**src/hw/rtl/assert_macros.svh**
```systemverilog
// Assertion macros for the RTL of the four-key debouncer.
// Included by fkcd_back, the module that carries concurrent checks; depends on nothing.
`ifndef ASSERT_MACROS_SVH
`define ASSERT_MACROS_SVH

// The property must hold at every rising edge outside of reset.
`define ASSERT_ALWAYS(label, clk, rst, prop) \
  label: assert property (@(posedge clk) disable iff (rst) (prop)) \
    else $error("assertion failed");

// The condition must never be true outside of reset.
`define ASSERT_NEVER(label, clk, rst, cond) \
  label: assert property (@(posedge clk) disable iff (rst) !(cond)) \
    else $error("forbidden condition seen");

`endif

```
**src/hw/rtl/fkcd_pkg.sv**
```systemverilog
// Package of the four-key debouncer: sizes, register indexes and reset values.
// Used by fkcd_front, fkcd_back and the top level; depends on nothing.
`default_nettype none

package fkcd_pkg;

  // Key count and its supported range upper bound.
  localparam int KEYS_DEFAULT = 4;
  localparam int MAX_KEYS     = 8;
  // Keys whose port bit position is held in a register.
  localparam int CFG_KEYS     = 4;

  // Queue between the sample stage and the event stage.
  localparam int QUEUE_DEPTH  = 4;
  // Events that one sample may produce at most.
  localparam int MAX_RESULTS  = 4;

  // Field widths.
  localparam int CNT_W       = 4;
  localparam int THR_W       = 4;
  localparam int BIT_W       = 3;
  localparam int PORT_W      = 8;
  localparam int KEY_IDX_W   = 2;
  localparam int MASK_W      = 4;
  localparam int CFG_IDX_W   = 3;
  localparam int CFG_DATA_W  = 4;

  // Configuration register indexes.
  typedef enum logic [CFG_IDX_W-1:0] {
    REG_THRESHOLD = 3'd0,
    REG_KEY0_BIT  = 3'd1,
    REG_KEY1_BIT  = 3'd2,
    REG_KEY2_BIT  = 3'd3,
    REG_KEY3_BIT  = 3'd4
  } reg_index_t;

  localparam logic [THR_W-1:0] THRESHOLD_RESET = 4'd2;

  // Default port bit of key k; keys past the configurable ones keep it for good.
  function automatic logic [BIT_W-1:0] key_bit_default(input int k);
    return BIT_W'(7 - k);
  endfunction

endpackage

`default_nettype wire

```
**src/hw/rtl/fkcd_queue.sv**
```systemverilog
// Small register queue between the sample stage and the event stage.
// Generic in width and depth; depends on nothing else.
`default_nettype none

module fkcd_queue #(
  parameter int WIDTH = 8,
  parameter int DEPTH = 4
) (
  input  wire logic             clk,
  input  wire logic             rst,
  input  wire logic             push,
  input  wire logic [WIDTH-1:0] push_data,
  output logic                  full,
  input  wire logic             pop,
  output logic                  q_valid,
  output logic [WIDTH-1:0]      q_data
);

  localparam int PTR_W = (DEPTH > 1) ? $clog2(DEPTH) : 1;
  localparam int CNT_W = $clog2(DEPTH + 1);

  logic [WIDTH-1:0] mem [DEPTH];
  logic [PTR_W-1:0] wr_ptr;
  logic [PTR_W-1:0] rd_ptr;
  logic [CNT_W-1:0] count;
  logic             do_push;
  logic             do_pop;

  assign full    = (count == CNT_W'(DEPTH));
  assign q_valid = (count != '0);
  assign q_data  = mem[rd_ptr];
  assign do_push = push && !full;
  assign do_pop  = pop && q_valid;

  // Storage is written at the tail pointer.
  always_ff @(posedge clk) begin
    if (do_push) begin
      mem[wr_ptr] <= push_data;
    end
  end

  // Pointers wrap at the depth, the count tracks the fill level.
  always_ff @(posedge clk) begin
    if (rst) begin
      wr_ptr <= '0;
      rd_ptr <= '0;
      count  <= '0;
    end else begin
      if (do_push) begin
        wr_ptr <= (wr_ptr == PTR_W'(DEPTH - 1)) ? '0 : wr_ptr + PTR_W'(1);
      end
      if (do_pop) begin
        rd_ptr <= (rd_ptr == PTR_W'(DEPTH - 1)) ? '0 : rd_ptr + PTR_W'(1);
      end
      if (do_push && !do_pop) begin
        count <= count + CNT_W'(1);
      end else if (do_pop && !do_push) begin
        count <= count - CNT_W'(1);
      end
    end
  end

endmodule

`default_nettype wire

```
**src/hw/rtl/fkcd_front.sv**
```systemverilog
// Sample stage: configuration registers, per-key change counters and stable state.
// Depends on fkcd_pkg; feeds flip records into fkcd_queue.
`default_nettype none

module fkcd_front #(
  parameter int KEYS = fkcd_pkg::KEYS_DEFAULT
) (
  input  wire logic                            clk,
  input  wire logic                            rst,
  input  wire logic                            in_valid,
  output logic                                 in_ready,
  input  wire logic [fkcd_pkg::PORT_W-1:0]     port_sample,
  input  wire logic                            sample_ok,
  input  wire logic                            cfg_we,
  input  wire logic [fkcd_pkg::CFG_IDX_W-1:0]  cfg_index,
  input  wire logic [fkcd_pkg::CFG_DATA_W-1:0] cfg_data,
  input  wire logic                            q_full,
  output logic                                 push,
  output logic [2*KEYS-1:0]                    push_data
);

  logic [fkcd_pkg::THR_W-1:0] threshold;
  logic [fkcd_pkg::BIT_W-1:0] key_bit [fkcd_pkg::CFG_KEYS];
  logic [KEYS-1:0]            stable_keys;
  logic [fkcd_pkg::CNT_W-1:0] counts  [KEYS];
  logic [fkcd_pkg::CNT_W-1:0] cnt_inc [KEYS];
  logic [fkcd_pkg::BIT_W-1:0] bitpos  [KEYS];
  logic [KEYS-1:0]            differ;
  logic [KEYS-1:0]            flips;
  logic                       update;

  assign in_ready = !q_full;
  assign update   = in_valid && in_ready && sample_ok;

  // Configuration writes; indexes past the register list are dropped.
  always_ff @(posedge clk) begin
    if (rst) begin
      threshold <= fkcd_pkg::THRESHOLD_RESET;
      for (int k = 0; k < fkcd_pkg::CFG_KEYS; k++) begin
        key_bit[k] <= fkcd_pkg::key_bit_default(k);
      end
    end else if (cfg_we) begin
      case (fkcd_pkg::reg_index_t'(cfg_index))
        fkcd_pkg::REG_THRESHOLD: threshold  <= cfg_data;
        fkcd_pkg::REG_KEY0_BIT:  key_bit[0] <= cfg_data[fkcd_pkg::BIT_W-1:0];
        fkcd_pkg::REG_KEY1_BIT:  key_bit[1] <= cfg_data[fkcd_pkg::BIT_W-1:0];
        fkcd_pkg::REG_KEY2_BIT:  key_bit[2] <= cfg_data[fkcd_pkg::BIT_W-1:0];
        fkcd_pkg::REG_KEY3_BIT:  key_bit[3] <= cfg_data[fkcd_pkg::BIT_W-1:0];
        default: ;
      endcase
    end
  end

  // One debounce lane per key; a key flips when its counter reaches the threshold.
  // A threshold of zero flips on the first differing sample, like a threshold of one.
  for (genvar k = 0; k < KEYS; k++) begin : g_key
    if (k < fkcd_pkg::CFG_KEYS) begin : g_cfg
      assign bitpos[k] = key_bit[k];
    end else begin : g_fixed
      assign bitpos[k] = fkcd_pkg::key_bit_default(k);
    end

    assign differ[k]  = (!port_sample[bitpos[k]]) ^ stable_keys[k];
    assign cnt_inc[k] = counts[k] + fkcd_pkg::CNT_W'(1);
    assign flips[k]   = differ[k] && (cnt_inc[k] >= threshold);

    always_ff @(posedge clk) begin
      if (rst) begin
        counts[k] <= '0;
      end else if (update) begin
        counts[k] <= (!differ[k] || flips[k]) ? '0 : cnt_inc[k];
      end
    end
  end

  // Stable state takes all flips of the sample at once.
  always_ff @(posedge clk) begin
    if (rst) begin
      stable_keys <= '0;
    end else if (update) begin
      stable_keys <= stable_keys ^ flips;
    end
  end

  // Only samples that flip at least one key reach the event stage.
  assign push      = update && (flips != '0);
  assign push_data = {stable_keys, flips};

endmodule

`default_nettype wire

```
**src/hw/rtl/fkcd_back.sv**
```systemverilog
// Event stage: flip record into events in key order, one beat per cycle unless stalled.
// Depends on fkcd_pkg and assert_macros.svh; reads records from fkcd_queue.
`default_nettype none
`include "assert_macros.svh"

module fkcd_back #(
  parameter int KEYS = fkcd_pkg::KEYS_DEFAULT
) (
  input  wire logic                              clk,
  input  wire logic                              rst,
  input  wire logic                              q_valid,
  input  wire logic [2*KEYS-1:0]                 q_data,
  output logic                                   q_pop,
  output logic                                   out_valid,
  input  wire logic                              out_ready,
  output logic [fkcd_pkg::KEY_IDX_W-1:0]         key_index,
  output logic                                   pressed,
  output logic [fkcd_pkg::MASK_W-1:0]            stable_mask,
  output logic                                   last_event
);

  localparam int ECNT_W = $clog2(fkcd_pkg::MAX_RESULTS);
  localparam int MW     = (KEYS > fkcd_pkg::MASK_W) ? KEYS : fkcd_pkg::MASK_W;

  logic                              cur_valid;
  logic [KEYS-1:0]                   cur_old;
  logic [KEYS-1:0]                   cur_flips;
  logic [KEYS-1:0]                   cur_rem;
  logic [ECNT_W-1:0]                 emit_cnt;
  logic [KEYS-1:0]                   sel;
  logic [KEYS-1:0]                   upto;
  logic [KEYS-1:0]                   mask_after;
  logic [KEYS-1:0]                   rem_after;
  logic [MW-1:0]                     mask_ext;
  logic [fkcd_pkg::KEY_IDX_W-1:0]    ev_index;
  logic                              ev_pressed;
  logic                              ev_last;
  logic                              advance;
  logic                              load;

  // Lowest remaining flipped key, and the stable mask once it and all lower flips apply.
  always_comb begin
    sel        = cur_rem & (~cur_rem + KEYS'(1));
    upto       = sel | (sel - KEYS'(1));
    mask_after = cur_old ^ (cur_flips & upto);
    mask_ext   = MW'(mask_after);
    rem_after  = cur_rem & ~sel;
    ev_pressed = ~|(sel & cur_old);
    ev_index   = '0;
    for (int i = 0; i < KEYS; i++) begin
      if (sel[i]) begin
        ev_index = fkcd_pkg::KEY_IDX_W'(i);
      end
    end
    // The record ends when no flip is left or the event budget is spent.
    ev_last = (rem_after == '0) || (emit_cnt == ECNT_W'(fkcd_pkg::MAX_RESULTS - 1));
  end

  assign advance = cur_valid && (!out_valid || out_ready);
  assign q_pop   = !cur_valid || (advance && ev_last);
  assign load    = q_valid && q_pop;

  // Record control and output beat valid.
  always_ff @(posedge clk) begin
    if (rst) begin
      cur_valid <= 1'b0;
      emit_cnt  <= '0;
      out_valid <= 1'b0;
    end else begin
      if (advance) begin
        out_valid <= 1'b1;
      end else if (out_ready) begin
        out_valid <= 1'b0;
      end
      if (load) begin
        cur_valid <= 1'b1;
        emit_cnt  <= '0;
      end else if (advance) begin
        if (ev_last) begin
          cur_valid <= 1'b0;
          emit_cnt  <= '0;
        end else begin
          emit_cnt <= emit_cnt + ECNT_W'(1);
        end
      end
    end
  end

  // Record payload: loaded from the queue, then drained one flip per event.
  always_ff @(posedge clk) begin
    if (load) begin
      cur_old   <= q_data[2*KEYS-1:KEYS];
      cur_flips <= q_data[KEYS-1:0];
      cur_rem   <= q_data[KEYS-1:0];
    end else if (advance) begin
      cur_rem <= rem_after;
    end
  end

  // Output register of the event beat.
  always_ff @(posedge clk) begin
    if (advance) begin
      key_index   <= ev_index;
      pressed     <= ev_pressed;
      stable_mask <= mask_ext[fkcd_pkg::MASK_W-1:0];
      last_event  <= ev_last;
    end
  end

  // A live record always has a flip left to report.
  `ASSERT_ALWAYS(a_live_rec_has_flip, clk, rst, (cur_valid |-> (cur_rem != '0)))
  // Remaining flips are always a subset of the record's flips.
  `ASSERT_NEVER(a_rem_outside_flips, clk, rst, (cur_valid && ((cur_rem & ~cur_flips) != '0)))
  // The event count restarts whenever no record is held.
  `ASSERT_ALWAYS(a_idle_count_clear, clk, rst, ((!cur_valid) |-> (emit_cnt == '0)))

endmodule

`default_nettype wire

```
**src/hw/rtl/four_key_counter_debouncer_top.sv**
```systemverilog
// Top level of the four-key counter debouncer.
// Depends on fkcd_pkg, fkcd_front, fkcd_queue and fkcd_back.
`default_nettype none

// For each accepted sample the sample stage updates all key counters and the
// stable state at once and, when any key flips, writes one flip record into a
// four-entry queue. The event stage drains that queue and sends the events of a
// record in key order, one beat per cycle while out_ready is high, through an
// output register; a record gives up to four events. The input keeps taking
// samples while the queue has room. The first event of a sample passes through
// the queue, the record register and the output register before it is offered.
// Configuration writes take effect at the next edge and must happen while idle.
module four_key_counter_debouncer_top #(
  parameter int KEYS = fkcd_pkg::KEYS_DEFAULT
) (
  input  wire logic                            clk,
  input  wire logic                            rst,
  input  wire logic                            in_valid,
  output logic                                 in_ready,
  input  wire logic [fkcd_pkg::PORT_W-1:0]     port_sample,
  input  wire logic                            sample_ok,
  output logic                                 out_valid,
  input  wire logic                            out_ready,
  output logic [fkcd_pkg::KEY_IDX_W-1:0]       key_index,
  output logic                                 pressed,
  output logic [fkcd_pkg::MASK_W-1:0]          stable_mask,
  output logic                                 last_event,
  input  wire logic                            cfg_we,
  input  wire logic [fkcd_pkg::CFG_IDX_W-1:0]  cfg_index,
  input  wire logic [fkcd_pkg::CFG_DATA_W-1:0] cfg_data
);

  logic              push;
  logic [2*KEYS-1:0] push_data;
  logic              q_full;
  logic              q_valid;
  logic [2*KEYS-1:0] q_data;
  logic              q_pop;

  // Sample stage.
  fkcd_front #(
    .KEYS(KEYS)
  ) u_front (
    .clk        (clk),
    .rst        (rst),
    .in_valid   (in_valid),
    .in_ready   (in_ready),
    .port_sample(port_sample),
    .sample_ok  (sample_ok),
    .cfg_we     (cfg_we),
    .cfg_index  (cfg_index),
    .cfg_data   (cfg_data),
    .q_full     (q_full),
    .push       (push),
    .push_data  (push_data)
  );

  // Flip records waiting for the event stage.
  fkcd_queue #(
    .WIDTH(2 * KEYS),
    .DEPTH(fkcd_pkg::QUEUE_DEPTH)
  ) u_queue (
    .clk      (clk),
    .rst      (rst),
    .push     (push),
    .push_data(push_data),
    .full     (q_full),
    .pop      (q_pop),
    .q_valid  (q_valid),
    .q_data   (q_data)
  );

  // Event stage.
  fkcd_back #(
    .KEYS(KEYS)
  ) u_back (
    .clk        (clk),
    .rst        (rst),
    .q_valid    (q_valid),
    .q_data     (q_data),
    .q_pop      (q_pop),
    .out_valid  (out_valid),
    .out_ready  (out_ready),
    .key_index  (key_index),
    .pressed    (pressed),
    .stable_mask(stable_mask),
    .last_event (last_event)
  );

endmodule

`default_nettype wire
```
**config.mk**
```make
export PLATFORM = sky130hd
export DESIGN_NAME = four_key_counter_debouncer_top
export DESIGN_NICKNAME = d
export VERILOG_FILES = /design/src/hw/rtl/fkcd_pkg.sv /design/src/hw/rtl/fkcd_queue.sv /design/src/hw/rtl/fkcd_front.sv /design/src/hw/rtl/fkcd_back.sv /design/src/hw/rtl/four_key_counter_debouncer_top.sv
export VERILOG_INCLUDE_DIRS = /design/src /design/src/hw/rtl
export SDC_FILE = /design/constraint.sdc
export NUM_CORES = 1
export LEC_CHECK = 0
export ABC_AREA = 1
export BUFFER_PORTS_ARGS = -buffer_cell sky130_fd_sc_hd__buf_2
export CORE_ASPECT_RATIO = 0.8
export CORE_MARGIN = 3
export CORE_UTILIZATION = 50
export CTS_CLUSTER_SIZE = 12
export DETAILED_ROUTE_END_ITERATION = 10
export GPL_TIMING_DRIVEN = 0
export PLACE_DENSITY_LB_ADDON = 0.08
export SETUP_SLACK_MARGIN = 0.05
export SLEW_MARGIN = 20
export SYNTH_ARGS = -nofsm -noshare
export SYNTH_HDL_FRONTEND = slang
export SYNTH_HIERARCHICAL = 1
export SYNTH_SLANG_ARGS = --single-unit
```
**constraint.sdc**
```tcl
create_clock -name clk -period 3 [get_ports clk]
set_input_delay 0.15 -clock clk [delete_from_list [all_inputs] [get_ports clk]]
set_output_delay 0.15 -clock clk [all_outputs]
set_load 0.05 [all_outputs]
```
==> out/metrics.csv <==
stage,metric,value,unit
layout,final_layout_size_suffix_gt1_frac,0.285,
cts,cts-htree-levels,3,
route,drc,0,
grt,grt_first_pass_wirelength,17.5,mm
placed_design,portBuffers,30,
logic_synthesis,ys_warn_count,6,
placed_design,hpwl,7.51,mm
grt,grt-busiest-layer,met1,
sta,clock_skew,4.95,ps
floorplan,die_area,11600,sq um
setup_path,cp.required,3240,ps
logic_synthesis,syn_area,5190,sq um
logic_synthesis,synthDistinctLibCells,33,
placed_design,place_congestion,0.838,
pwr,powerDensity,807,nW/um^2
setup_path,rr_startpoint,u_front/counts[0][0]$_SDFFCE_PP0P_,
status,status,"complete, no violations",
setup_path,arrival,3090,ps
setup_path,cp_max_fo,5,
setup_path,worst_setup_path_startpoint,u_front/counts[0][0]$_SDFFCE_PP0P_,
placed_design,placed_cells,715,
grt,grt_max_degree,17,
cts,postCtsHoldBufs,0,
setup_path,r2r_end,u_queue/count[1]$_SDFFE_PP0P_,
sta,period_share,0.951,
pwr,internal_power,0.00327,W
pwr,p_seq_frac,0.413,
cts,cts_tree,yes,
sta,rsz0062_at_grt,true,
cts,cts_sinks,101,
grt,use_met2,0.274,
logic_synthesis,postSynthCellCount,549,
floorplan,core_area,9890,sq um
layout,final_area,6250,sq um
layout,area_growth,20.4,%
cts,clockBufferDepth,2,
layout,antennaDiodeCount,0,
route,ant_nets,0,
sta,final_hold_viol_count,0,
setup_path,crit_type,flip-flop to flip-flop,
route,vias,3770,
floorplan,initial_utilization,0.525,
layout,final_core_util,0.632,
sta,worst_pin_slew,793,ps
route,dr.pass1.iters,4,
run,cap_viol_max_count,0,
sta,min_period,2850,ps
floorplan,io_pins,31,
cts,clock_latency,340,ps
grt,antenna_found_initial,0,
setup_path,critPathCapture,u_queue/count[1]$_SDFFE_PP0P_,
logic_synthesis,syn_nets,598,
route,wire_per_inst,14.2,microns
sta,hold_ws,76.5,ps
grt,met3_usage,0.0536,
grt,overflow,0,
sta,clock.fmax,351,MHz
pwr,clock_power_share,0.249,
sta,setup_viol,0,
logic_synthesis,synth-seq-cells,101,
setup_path,cp-start-kind,flip-flop,
pwr,vdd_drop_max,0.000542,V
cts,cts_made_buffers,9,
logic_synthesis,avgSynthCellArea,9.45,sq um
grt,grt_pass1_vias,3616,
grt,grt_usage,0.190,
sta,fin_ws,147,ps
floorplan,die_h,97.1,microns
layout,mostFrequentLayoutCells,"nand2_1, inv_1, edfxtp_1, nor2_1, buf_2",
logic_synthesis,ys_seq_area_frac,0.544,
sta,slew_viol_final,0,
min_path,hp-class,input port to flip-flop,
min_path,hold_start,out_ready,
floorplan,die_x,120,microns
pwr,leakagePower,2.71,nW
floorplan,rows,32,
layout,mostFrequentLayoutCell,nand2_1,
pwr,power_frac_comb,0.338,
grt,met1_usage,0.282,
setup_path,r2r_slack,150,ps
route,viasPerCell,5.03,
placed_design,dpl_cell_area,5510,sq um
route,drt_iter0_drc,232,
setup_path,worst_setup_path_end_kind,flip-flop,
layout,layout.nets,657,
cts,cts_root_buf,clkbuf_16,
pwr,swShare,0.352,
placed_design,dp_slack,-316,ps
route,drt-total-wl,10.6,mm
layout,fin_cells,749,
cts,cts.clk_slew.worst_paths,60,ps
sta,slew_headroom,0.469,
setup_path,reg2regPathDepth,19,
pwr,power_switching,0.00177,W
[power groups by stage]
stage               clock network, W  registers (W)  logic (W)
finish                       0.00126        0.00208    0.00170
global route                 0.00136        0.00212    0.00191
CTS                          0.00129        0.00208    0.00157
detailed placement                 0        0.00211    0.00148
global placement                   0        0.00210    0.00145
floorplan                          0        0.00226   0.000967
[registers in the layout (all words and copies together) (netlist names), named ones only]
signal,flops
u_queue/mem,32
u_front/counts,16
u_front/key_bit,12
u_back/cur_flips,4
u_back/cur_old,4
u_back/cur_rem,4
u_back/stable_mask,4
u_front/stable_keys,4
u_front/threshold,4
u_queue/count,3
u_back/emit_cnt,2
u_back/key_index,2
u_queue/rd_ptr,2
u_queue/wr_ptr,2
u_back/cur_valid,1
u_back/last_event,1
u_back/out_valid,1
u_back/pressed,1
[per-layer routing]
layer  share of wire  vias to the layer above
li1                -                     1929
met1            0.49                     1759
met5               0                        -
met2            0.45                       73
met3           0.047                        9
met4           0.011                        0
[metrics by stage]
stage | power [W] | setup TNS [ps]
floorplan | 0.00323 | 0
global route | 0.00539 | 0
finish | 0.00504 | 0
global placement | 0.00355 | -3330
detailed placement | 0.00360 | -5240
CTS | 0.00494 | 0
[synth_stat cells]
master	count	share of area
a21oi_1	19	0.018
a21oi_2	1	0.0017
a311oi_1	1	0.0017
buf_2	1	0.00096
buf_6	2	0.0043
dfxtp_1	21	0.081
edfxtp_1	80	0.46
fa_1	1	0.0039
ha_1	27	0.065
inv_1	89	0.064
inv_2	5	0.0036
nand2_1	95	0.069
nand2_2	18	0.022
nand2_4	2	0.0043
nand3_1	39	0.038
nand3_2	16	0.031
nand3b_1	2	0.0029
nand3b_2	2	0.0043
nand4_1	1	0.0012
nor2_1	68	0.049
nor2_2	1	0.0012
nor2_4	1	0.0022
nor3_1	2	0.0019
nor4_1	1	0.0012
o211ai_1	1	0.0014
o21a_1	1	0.0014
o21ai_0	26	0.025
o21ai_1	2	0.0019
o21ai_2	3	0.0051
o22ai_1	8	0.0096
or2_2	4	0.0048
xnor2_1	5	0.0084
xor2_1	4	0.0068
[area by class of cell]
| class | count | area (sq um) |
|---|---|---|
| Timing Repair Buffer | 48 | 293 |
| Fill cell | 825 | 3640 |
| Clock buffer | 13 | 260 |
| Inverter | 94 | 358 |
| Clock inverter | 3 | 68.8 |
| Multi-Input combinational cell | 351 | 2250 |
| Tap cell | 136 | 170 |
| Sequential cell | 101 | 2820 |
| Buffer | 3 | 27.5 |
[timing repair]
action                                 4_1_cts  5_1_grt
buffers inserted                             9        9
setup endpoints to repair                   35       34
cloned                                       0        0
pin swaps                                   15       39
resized for setup                           16       62
endpoints found under the hold margin        0        0
[critical path: stages, from the launching register on]
cell and delay, ps:
edfxtp_1 420, ha_2 220, or2_4 250, nand2_4 70, ha_4 200, nand2_2 60
inv_2 40, o21ai_2 50, nand3_2 100, nand3_2 110, nand2_2 70, nor2_4 120
nor2_4 50, nand2_4 100, inv_4 40, ha_4 160, inv_4 60, fa_2 430
o21ai_2 140, nor2_1 50
[kinds of logic after synthesis]
kind of cell | after synthesis | share of synthesized area
AOI/OAI and AO/OA | 62 | 0.0663
xor gates and xnor gates | 9 | 0.0152
adders and majority gates | 28 | 0.0690
buffers and inverters | 97 | 0.0733
DFF | 101 | 0.544
and+or+nand+nor | 252 | 0.232
[worst min path at each step]
stage                                          endpoint  slack [ps]  cells past startpoint
after CTS                 u_back/out_valid$_SDFFE_PP0P_          60                      4
after detailed placement  u_back/out_valid$_SDFFE_PP0P_         430                      4
after global routing      u_back/out_valid$_SDFFE_PP0P_          80                      4
after floorplan           u_back/cur_valid$_SDFFE_PP0P_         220                      1
after global placement    u_back/out_valid$_SDFFE_PP0P_         420                      4
final                     u_back/out_valid$_SDFFE_PP0P_          80                      4
(Power assumes the default switching activity.)
